`src/rtl/tcce_pkg.sv`:
```
// Shared types and constants for the text console character engine.
`timescale 1ns / 1ps

package tcce_pkg;

    localparam int CELL_W     = 16;
    localparam int CFG_IDX_W  = 2;
    localparam int CFG_DATA_W = 4;

    // Configuration register indexes
    localparam logic [CFG_IDX_W-1:0] REG_FOREGROUND = 2'd0;
    localparam logic [CFG_IDX_W-1:0] REG_BACKGROUND = 2'd1;
    localparam logic [CFG_IDX_W-1:0] REG_BLINK      = 2'd2;

    // Character codes
    localparam logic [7:0] CH_BS         = 8'd8;
    localparam logic [7:0] CH_TAB        = 8'd9;
    localparam logic [7:0] CH_LF         = 8'd10;
    localparam logic [7:0] CH_FF         = 8'd12;
    localparam logic [7:0] CH_CR         = 8'd13;
    localparam logic [7:0] CH_BLANK      = 8'd32;
    localparam logic [7:0] CH_FIRST_HIGH = 8'd127;

    typedef struct packed {
        logic       action;
        logic [7:0] character;
        logic [4:0] read_row;
        logic [6:0] read_col;
    } tcce_item_t;

    typedef struct packed {
        logic [4:0]        cursor_row;
        logic [6:0]        cursor_col;
        logic [10:0]       cursor_position;
        logic [CELL_W-1:0] cell_data;
    } tcce_result_t;

    typedef enum logic [2:0] {
        CLS_READ,
        CLS_HOLD,
        CLS_EDIT,
        CLS_LF,
        CLS_FF,
        CLS_PRINT
    } tcce_cls_t;

    typedef enum logic [2:0] {
        MEM_NONE,
        MEM_READ,
        MEM_PUT,
        MEM_BLANK,
        MEM_MOVE
    } tcce_mem_op_t;

    typedef enum logic [2:0] {
        PTR_HOLD,
        PTR_ZERO,
        PTR_MOVE_START,
        PTR_BLANK_START,
        PTR_INC
    } tcce_ptr_op_t;

    typedef enum logic [2:0] {
        CUR_HOLD,
        CUR_EDIT,
        CUR_NEWLINE,
        CUR_ADVANCE,
        CUR_HOME,
        CUR_COL_ZERO
    } tcce_cur_op_t;

    typedef struct packed {
        logic         load;
        tcce_mem_op_t mem_op;
        tcce_ptr_op_t ptr_op;
        tcce_cur_op_t cur_op;
        logic         out_load;
    } tcce_cmd_t;

    typedef struct packed {
        tcce_cls_t cls;
        logic      col_last;
        logic      row_last;
        logic      sweep_end;
        logic      out_free;
    } tcce_status_t;

endpackage

```
`src/rtl/tcce_ctrl.sv`:
```
// Controller state machine of the text console character engine.
`timescale 1ns / 1ps

module tcce_ctrl
    import tcce_pkg::*;
(
    input  logic         clk,
    input  logic         rst_n,
    input  logic         item_valid,
    output logic         item_stall,
    input  tcce_status_t status,
    output tcce_cmd_t    cmd
);

    typedef enum logic [2:0] {
        S_IDLE,
        S_DECODE,
        S_CLEAR,
        S_MOVE,
        S_DRAIN,
        S_BLANK,
        S_PUT,
        S_RESULT
    } state_t;

    state_t state_reg, state_next;
    logic   print_pend_reg, print_pend_next;

    assign item_stall = (state_reg != S_IDLE);

    always_comb
    begin
        state_next      = state_reg;
        print_pend_next = print_pend_reg;
        cmd             = '{load: 1'b0, mem_op: MEM_NONE, ptr_op: PTR_HOLD,
                            cur_op: CUR_HOLD, out_load: 1'b0};
        case (state_reg)
            S_IDLE:
            begin
                if (item_valid)
                begin
                    cmd.load   = 1'b1;
                    state_next = S_DECODE;
                end
            end
            S_DECODE:
            begin
                state_next = S_RESULT;
                case (status.cls)
                    CLS_READ:
                    begin
                        cmd.mem_op = MEM_READ;
                    end
                    CLS_EDIT:
                    begin
                        cmd.cur_op = CUR_EDIT;
                    end
                    CLS_LF:
                    begin
                        if (status.row_last)
                        begin
                            cmd.cur_op      = CUR_COL_ZERO;
                            cmd.ptr_op      = PTR_MOVE_START;
                            print_pend_next = 1'b0;
                            state_next      = S_MOVE;
                        end
                        else
                        begin
                            cmd.cur_op = CUR_NEWLINE;
                        end
                    end
                    CLS_FF:
                    begin
                        cmd.cur_op = CUR_HOME;
                        cmd.ptr_op = PTR_ZERO;
                        state_next = S_CLEAR;
                    end
                    CLS_PRINT:
                    begin
                        if (!status.col_last)
                        begin
                            cmd.mem_op = MEM_PUT;
                            cmd.cur_op = CUR_ADVANCE;
                        end
                        else if (!status.row_last)
                        begin
                            cmd.mem_op = MEM_PUT;
                            cmd.cur_op = CUR_NEWLINE;
                        end
                        else
                        begin
                            cmd.cur_op      = CUR_COL_ZERO;
                            cmd.ptr_op      = PTR_MOVE_START;
                            print_pend_next = 1'b1;
                            state_next      = S_MOVE;
                        end
                    end
                    default:
                    begin
                    end
                endcase
            end
            S_CLEAR:
            begin
                cmd.mem_op = MEM_BLANK;
                cmd.ptr_op = PTR_INC;
                if (status.sweep_end)
                begin
                    state_next = S_RESULT;
                end
            end
            S_MOVE:
            begin
                cmd.mem_op = MEM_MOVE;
                cmd.ptr_op = PTR_INC;
                if (status.sweep_end)
                begin
                    state_next = S_DRAIN;
                end
            end
            S_DRAIN:
            begin
                // last moved cell is written back in this cycle
                cmd.ptr_op = PTR_BLANK_START;
                state_next = S_BLANK;
            end
            S_BLANK:
            begin
                cmd.mem_op = MEM_BLANK;
                cmd.ptr_op = PTR_INC;
                if (status.sweep_end)
                begin
                    state_next = print_pend_reg ? S_PUT : S_RESULT;
                end
            end
            S_PUT:
            begin
                cmd.mem_op = MEM_PUT;
                cmd.cur_op = CUR_ADVANCE;
                state_next = S_RESULT;
            end
            S_RESULT:
            begin
                if (status.out_free)
                begin
                    cmd.out_load = 1'b1;
                    state_next   = S_IDLE;
                end
            end
            default:
            begin
                state_next = S_IDLE;
            end
        endcase
    end

    always_ff @(posedge clk or negedge rst_n)
    begin
        if (!rst_n)
        begin
            state_reg      <= S_IDLE;
            print_pend_reg <= 1'b0;
        end
        else
        begin
            state_reg      <= state_next;
            print_pend_reg <= print_pend_next;
        end
    end

endmodule

```
`config.mk`:
```
export PLATFORM = sky130hd
export DESIGN_NAME = tcce_ctrl
export DESIGN_NICKNAME = d
export VERILOG_FILES = /design/src/rtl/tcce_pkg.sv /design/src/rtl/tcce_ctrl.sv
export SDC_FILE = /design/constraint.sdc
export NUM_CORES = 1
export LEC_CHECK = 0
export BUFFER_PORTS_ARGS = -buffer_cell sky130_fd_sc_hd__buf_2
export CORE_MARGIN = 3
export CORE_UTILIZATION = 30
export CTS_CLUSTER_DIAMETER = 150
export DETAILED_ROUTE_END_ITERATION = 8
export GPL_ROUTABILITY_DRIVEN = 0
export SETUP_SLACK_MARGIN = 0.2
export SLEW_MARGIN = 20
export SYNTH_ARGS = -nofsm -noshare
export SYNTH_HDL_FRONTEND = slang
export SYNTH_SLANG_ARGS = --single-unit
```
`constraint.sdc`:
```
create_clock -name clk -period 4.9 [get_ports clk]
set_clock_uncertainty 0.15 [all_clocks]
set_input_delay 0.98 -clock clk [delete_from_list [all_inputs] [get_ports clk]]
set_output_delay 0.98 -clock clk [all_outputs]
set_load 0.005 [all_outputs]
```
## Yosys cells after proc, flatten, opt, wreduce, memory -nomap -nowiden

Cells that the tools add are included.

- Register bits after elaboration: 4
- Word-level logic and storage cells: 59
- Output and inout port bits: 12

- Reduce and logical (&&, ||, !) cells: 8
- Mux-type cells: 30
- Equal/unequal tests: 19

Operator list:

| kind | count |
|---|---|
| 2-to-1 mux 3 bit | 10 |
| one-hot mux 3 bit (3 select lines) | 3 |
| one-hot mux 3 bit (4 select lines) | 2 |
| one-hot mux 3 bit (8 select lines) | 1 |
| == test 3 bit, second input constant | 6 |
| != test 2 bit, second input constant | 8 |
| == test 3 x 2 -> 1 bit, second input constant | 4 |
| AND reduction 5 bit | 2 |
| 2-to-1 mux 1 bit | 8 |
| zero test 3 bit | 2 |
| 2-to-1 mux 2 bit | 3 |
| one-hot mux 3 bit (2 select lines) | 1 |
| one-hot mux 2 bit (2 select lines) | 1 |
| == test 3 x 1 -> 1 bit, second input constant | 1 |
| nonzero test 3 bit | 1 |
| OR reduction 3 bit | 1 |
| one-hot mux 1 bit (2 select lines) | 1 |
| nonzero test 2 bit | 1 |
| OR reduction 2 bit | 1 |

## Logic depth before layout (Yosys ltp)

Gate-level depths: netlist of run 1.

- Depth after elaboration: 4
- Depth in mapped cells: 6
- Depth with buffers taken out: 6

## Worst setup path after synthesis of run 1

OpenSTA, ideal clock, no wires.

- Path kind: input-to-output
- Start: input port status[5] (netlist name)
- End: output port cmd[2] (netlist name)
- Stages on the path: 4
- Path buffers: 1
- Required time: 3.770 ns
- Data arrival time: 1.888 ns
- Slack: 1.882 ns
- Cells stage by stage: buf_2 > inv_1 > ha_1 > o41ai_1

RTL lines:

| what | line | RTL |
|---|---|---|
| start, declared | tcce_ctrl.sv:11 | `input tcce_status_t status,` |
| end, declared | tcce_ctrl.sv:12 | `output tcce_cmd_t cmd` |

==> results by group, run 1 <==
Global routing
  • Pin count of the biggest net entering global routing: 17
  • Number of global-route vias before repair: 575
  • Congestion Overflow GR: 0
  • Number of antenna violations at the first check in global routing: 0
  • Wire length of the first global-routing pass: 2390 um
  • Global router's overall resource usage: 11.6%

Timing
  • Count of final hold-check violations: 0
  • Ratio of final minimum period to clock period: 66.7%
  • Unrepaired setup endpoints after global routing: false
  • Setup Viol. Count Final: 0
  • Achievable Freq: 0.306 GHz
  • Shortest period the worst path allows: 3.27 ns
  • Normalized max-slew margin: 66.9%
  • Measured slew at the worst slew-check pin: 0.497 ns
  • Setup tns final: 0 ns
  • Pins Over Slew Limit: 0

Power and ir drop
  • Switching component of the power: 0.178 mW
  • Static leakage: 0.388 nW
  • IR Drop Worst-Case VDD: 0.283 mV
  • Portion of total power attributed to combinational logic: 69.9%
  • Sw Share: 44.7%
  • Power density relative to cell area: 524 mW/mm^2
  • Part of the total power dissipated in sequential elements: 19.9%
  • Part of the power in the clock network: 10.2%
  • Internal power contribution: 0.220 mW

Worst setup path
  • Worst setup EP type: output pin
  • Cell repeated most along the worst path: buf_2
  • CP Data Arrival Time: 2.14 ns
  • Critical-path cell list: buf_2 > nor2b_1 > a22oi_1 > o41ai_1 > buf_2
  • RR Endpoint: state_reg[0]
  • Kind of start point of the critical path: input port
  • Depth of the worst register-to-register path: 6
  • Slowest cell on the critical path: nor2b_1
  • FF-to-FF setup slack: 2.89 ns
  • Critical path origin: status[6]
  • Delay contributed by the slowest stage of the critical path: 0.38 ns
  • Beginning of the worst register-to-register path: state_reg[0]
  • Critical-path maximum fanout: 10
  • Top delay family on crit path: compound AO/OA/AOI/OAI gates
  • Critical Setup Path Class: input port to output pin
  • Critical path required time: 3.77 ns
  • Bufs and invs on worst path: 2

Clock tree
  • TritonCTS clock tree: done
  • Worst-Skew Late Latency: 0.23 ns
  • Clk buf depth: 2
  • Setup bufs post-CTS: 0
  • Sink Count: 4
  • Maximum level of the CTS H-tree: 1
  • Number of hold buffers added after cts: 0
  • Clock Pin Slew Worst Setup and Hold Paths: 0.04 ns
  • CTS root buf: clkbuf_4
  • Number of clock buffers inserted by TritonCTS: 3
  • Resized cells post-CTS: 0

Die
  • Core box area: 0.00184 mm^2
  • Horizontal die dimension: 51.7 um
  • Count of pins on the block boundary: 22
  • Starting density of the core: 34.0%
  • Die area: 0.00267 mm^2
  • Chip height: 51.7 um
  • Num rows: 15

Layout
  • Final design utilization: 41.2%
  • Final net count: 118
  • Layout cell share with drive strength beyond 1: 32.0%
  • Largest register FFs: 3
  • Antenna fix cells: 0
  • Area Overhead vs Synth: 21.2%

Run status
  • Result of the run: complete, no violations

Drt
  • Routed Antenna Nets: 0
  • Drt via density: 5.06
  • Routed wire length per instance: 11.8 um
  • Residual DRC: 0
  • Total Wirelength: 1470 um
  • TritonRoute pass-1 iters: 4
  • Via count of the routed design: 633
  • 1st-iter DRT viols: 16

Synthesis
  • Netlist area before placement: 626 um^2
  • Mean area per synthesized cell: 7.82 um^2
  • Synth warnings: 0
  • Net Count, Synth: 96
  • Post-synthesis cell type count: 35
  • Post-synthesis cell count: 80
  • Flip-flop and latch count after synthesis: 4
  • Sequential-to-total area share from yosys stat: 16.0%

Flow run
  • Max-cap check violation count: 0

Hold path
  • Class of the most critical hold timing path: input port to async pin

Placed design
  • Buffers on Ports: 21
  • HPWL reported at the end of detailed placement: 1170 um
## worst register-to-register path: stages, from the launching register on
cell,delay [ns]
dfrtp_1,0.42
inv_1,0.11
ha_1,0.24
nor3_2,0.18
a21oi_2,0.07
a221oi_4,0.39
mux2_4,0.33
## cell type report
cell class                 count  area [um^2]
inverter                      10         37.5
tap                           25         31.3
clock buffer                   3         22.5
timing repair buffer          21          105
multi-input combinational     62          462
fill                         209         1080
sequential                     4          100
## power groups by stage
stage	sequential (mW)	clock (mW)	combinational (mW)
floorplan	0.0641	0	0.219
global placement	0.0791	0	0.279
detailed placement	0.0794	0	0.279
CTS	0.0791	0.0428	0.282
global route	0.0836	0.0440	0.311
finish	0.0790	0.0405	0.278
## cell usage after synthesis
cell       n  area share (%)
a211o_1    1             1.4
a21bo_2    1             1.6
a21boi_0   1             1.2
a21o_1     1             1.2
a21oi_1    2             1.6
a21oi_2    1             1.4
a221oi_4   1             4.2
a22oi_1    1             1.2
a311oi_1   1             1.4
a31oi_1    3             3.0
a32o_1     1             1.6
a32oi_1    1             1.4
and2b_2    1             1.4
and3_1     1             1.0
and4b_1    1             1.6
buf_2      3             2.4
buf_6      1             1.8
dfrtp_1    4              16
ha_1       6              12
inv_1     10             6.0
mux2_4     2             4.8
nand2_1    6             3.6
nand2b_1   1             1.0
nand2b_2   1             1.4
nand3b_1   1             1.2
nand4b_1   1             1.4
nor2_1     7             4.2
nor2b_1    3             3.0
nor3_1     2             1.6
nor3_2     1             1.6
o211ai_1   1             1.2
o21ai_0    8             6.4
o31ai_1    2             2.4
o41ai_1    1             1.4
xor2_1     1             1.4
## metal layers
layer  up-vias  wire, um  GRT usage (%)
met4         0        17           6.55
met1       285       616           15.1
met3         2        78           1.43
met5         -         0              0
met2        20       759           18.4
li1        326         -              -
## placed cells by master (no fill, tap or decap), types with 2 or more instances in the layout
master / n
a21oi_1: 2
a31oi_1: 3
buf_2: 21
clkbuf_4: 3
dfrtp_1: 4
ha_1: 6
inv_1: 10
mux2_4: 2
nand2_1: 6
nor2_1: 7
nor2b_1: 3
nor3_1: 2
o21ai_0: 8
o31ai_1: 2
## cells by family after synthesis
logic type | count (synthesis) | synth area share [%]
AND/OR/NAND/NOR | 26 | 23.0
buffers and inverters | 14 | 10.2
adder cells (fa/ha/maj) | 6 | 12.0
AO/OA/AOI/OAI | 27 | 32.6
multiplexers | 2 | 4.80
flip-flops | 4 | 16.0
XOR/XNOR | 1 | 1.40
## worst max-delay path by stage
stage	end	slack (ns)	cells past startpoint
after global routing	cmd[2]	1.47	5
after detailed placement	cmd[2]	1.66	5
after floorplan	cmd[2]	1.88	4
after global placement	cmd[2]	1.73	5
final	cmd[2]	1.63	5
after CTS	cmd[2]	1.66	5
## stage by stage
| step | cells | hold WS (ns) | total power, mW | worst slack, ns | instance area, um^2 |
|---|---|---|---|---|---|
| 6_report | 125 | 0.390 | 0.397 | 1.63 | 758 |
| 5_1_grt | 125 | 0.392 | 0.439 | 1.47 | 758 |
| 4_1_cts | 125 | 0.383 | 0.404 | 1.66 | 758 |
| 3_5_place_dp | 122 | 0.409 | 0.359 | 1.66 | 736 |
| 3_3_place_gp | 122 | 0.393 | 0.358 | 1.73 | 736 |
| 2_1_floorplan | 80 | 0.345 | 0.283 | 1.88 | 626 |
No activity file was read; power rests on OpenSTA's default activity.
==> run 2, diff against run 1 <==
==> constraint.sdc (replaced) <==
create_clock -name clk -period 2.62 [get_ports clk]
set_clock_uncertainty 0.15 [all_clocks]
set_input_delay 0.524 -clock clk [delete_from_list [all_inputs] [get_ports clk]]
set_output_delay 0.524 -clock clk [all_outputs]
set_load 0.005 [all_outputs]
==> run 2 against run 1 <==
Effect of this change: sequential cell count is the same; global-route usage up 0.060 points; core utilization increased by 1.1 points; cell count grew 0.80%; via count is 0.16% lower; count of clock-buffer cells in the layout unchanged; design area up 2.6%; sequential share of layout area down 0.34 points; combinational power is 90% higher; first-iteration DRC count is 19% lower; largest power group unchanged.
==> results by group, run 2 (synthesis results as in run 1) <==
Worst setup path
  • Critical-path maximum fanout: 10 (unchanged)
  • Worst setup EP type: output pin (unchanged)
  • Critical path required time: 1.95 ns (was 3.77 ns)
  • Depth of the worst register-to-register path: 6 (unchanged)
  • Critical path capture point: cmd[1] (was cmd[2])
  • Beginning of the worst register-to-register path: state_reg[0] (unchanged)
  • Critical path origin: status[6] (unchanged)
  • Critical Setup Path Class: input port to output pin (unchanged)
  • RR Endpoint: state_reg[0] (unchanged)
  • Kind of start point of the critical path: input port (unchanged)
  • CP Data Arrival Time: 1.64 ns (was 2.14 ns)
  • FF-to-FF setup slack: 0.60 ns (was 2.89 ns)

Die
  • Die area: 0.00267 mm^2 (unchanged)
  • Starting density of the core: 34.0% (unchanged)
  • Num rows: 15 (unchanged)
  • Count of pins on the block boundary: 22 (unchanged)
  • Chip height: 51.7 um (unchanged)
  • Horizontal die dimension: 51.7 um (unchanged)
  • Core box area: 0.00184 mm^2 (unchanged)

Timing
  • Normalized max-slew margin: 67.6% (was 66.9%)
  • Achievable Freq: 0.431 GHz
  • Shortest period the worst path allows: 2.32 ns
  • Setup Viol. Count Final: 0 (unchanged)
  • Final worst setup slack: 0.302 ns (was 1.63 ns)
  • Count of final hold-check violations: 0 (unchanged)
  • Setup tns final: 0 ns (unchanged)
  • Ratio of final minimum period to clock period: 88.5%
  • Unrepaired setup endpoints after global routing: false (unchanged)
  • Pins Over Slew Limit: 0 (unchanged)
  • Measured slew at the worst slew-check pin: 0.486 ns (was 0.497 ns)

Drt
  • Drt via density: 5.02 (was 5.06)
  • Via count of the routed design: 632 (was 633)
  • 1st-iter DRT viols: 13 (was 16)
  • Total Wirelength: 1470 um (about the same)
  • Residual DRC: 0 (unchanged)
  • Routed wire length per instance: 11.6 um (was 11.8 um)
  • Routed Antenna Nets: 0 (unchanged)
  • TritonRoute pass-1 iters: 4 (unchanged)

Layout
  • Final std cell area, no fill: 778 um^2 (was 758 um^2)
  • Most frequent standard cell in the layout excluding fill and tap cells: buf_2 (unchanged)
  • Commonest cells after routing, fill and taps aside: buf_2 (21), inv_1 (10), o21ai_0 (8) (unchanged)
  • Largest register FFs: 3 (unchanged)
  • Total of fill cells in the finished design: 206 (was 209)
  • Layout cell share with drive strength beyond 1: 33.7% (was 32.0%)
  • Final cell count without fillers: 126 (was 125)
  • Final net count: 119 (was 118)
  • Area Overhead vs Synth: 24.4% (was 21.2%)
  • Antenna fix cells: 0 (unchanged)

Placed design
  • Buffers on Ports: 21 (unchanged)
  • HPWL reported at the end of detailed placement: 1170 um (unchanged)
  • Placed Instances: 122 (unchanged)
  • Placement-stage worst setup slack: 0.296 ns (was 1.66 ns)
  • Area of placed instances: 736 um^2 (unchanged)

Hold path
  • Class of the most critical hold timing path: flip-flop to flip-flop (was input port to async pin)

Global routing
  • Wire length of the first global-routing pass: 2410 um (was 2390 um)
  • Congestion Overflow GR: 0 (unchanged)
  • Global router's overall resource usage: 11.7% (was 11.6%)
  • Pin count of the biggest net entering global routing: 17 (unchanged)
  • Number of antenna violations at the first check in global routing: 0 (unchanged)
  • Number of global-route vias before repair: 581 (was 575)

Power and ir drop
  • IR Drop Worst-Case VDD: 0.526 mV (was 0.283 mV)
  • Power density relative to cell area: 965 mW/mm^2 (was 524 mW/mm^2)
  • Post-route total power: 0.751 mW (was 0.397 mW)
  • Static leakage: 0.396 nW (was 0.388 nW)

Clock tree
  • Number of clock buffers inserted by TritonCTS: 3 (unchanged)
  • Clk buf depth: 2 (unchanged)
  • Worst-Skew Late Latency: 0.23 ns (about the same)
  • Setup bufs post-CTS: 0 (unchanged)
  • Maximum level of the CTS H-tree: 1 (unchanged)
  • CTS root buf: clkbuf_4 (unchanged)
  • Clock Pin Slew Worst Setup and Hold Paths: 0.04 ns (about the same)
  • TritonCTS clock tree: done (unchanged)
  • Sink Count: 4 (unchanged)

Flow run
  • Max-cap check violation count: 0 (unchanged)

Run status
  • Result of the run: complete, no violations (unchanged)
-- run 2: cell count changes in the layout (fill, tap and decap cells not counted) --
cell | before | now
dlygate4sd3_1 | 0 | 1
ha_1 | 6 | 5
ha_2 | 0 | 1
o41ai_1 | 1 | 0
o41ai_2 | 0 | 1
-- run 2: where the power goes --
| group | total, mW | switching, mW | internal (mW) |
|---|---|---|---|
| logic | 0.528 | 0.252 | 0.276 |
| registers | 0.147 | 0.0586 | 0.0888 |
| clock network | 0.0755 | 0.0244 | 0.0512 |
| total | 0.751 | 0.335 | 0.416 |
-- run 2: routing by layer --
layer	vias up	track usage, %	part of all wire, %
met4	0	6.55	1.2
li1	328	-	-
met5	-	0	0
met2	14	18.6	50
met3	2	1.43	4.0
met1	288	15.1	45
-- run 2: cell type report --
type	count	area [um^2]	area share, %
tap	25	31.3	4.02
inverter	10	37.5	4.82
multi-input combinational	62	472	60.6
clock buffer	3	22.5	2.89
sequential	4	100	12.9
timing repair buffer	22	115	14.8
-- run 2: worst min path at each step --
stage	startpoint	end	depth (start not counted)
floorplan	rst_n	print_pend_reg	0
global route	print_pend_reg	print_pend_reg	2
global placement	rst_n	state_reg[2]	1
finish	print_pend_reg	print_pend_reg	2
CTS	print_pend_reg	print_pend_reg	2
detailed placement	rst_n	state_reg[2]	1
-- run 2: critical path, stage by stage --
cell and delay [ns]:
buf_2 0.18, nor2b_1 0.38, a32oi_1 0.16, o31ai_1 0.25, buf_2 0.15
-- run 2: what timing repair did --
item,CTS,global route
hold buffers,1,0
cloned,0,0
endpoints found under the setup margin,1,1
resized for setup,1,1
hold endpoints to repair,4,0
-- run 2: through the flow --
step | hold slack, ns | utilization, %
final | 0.415 | 42.3
after global routing | 0.451 | 42.3
after CTS | 0.415 | 41.9
after floorplan | 0.0784 | -
after global placement | 0.178 | 40.0
after detailed placement | 0.179 | 40.0
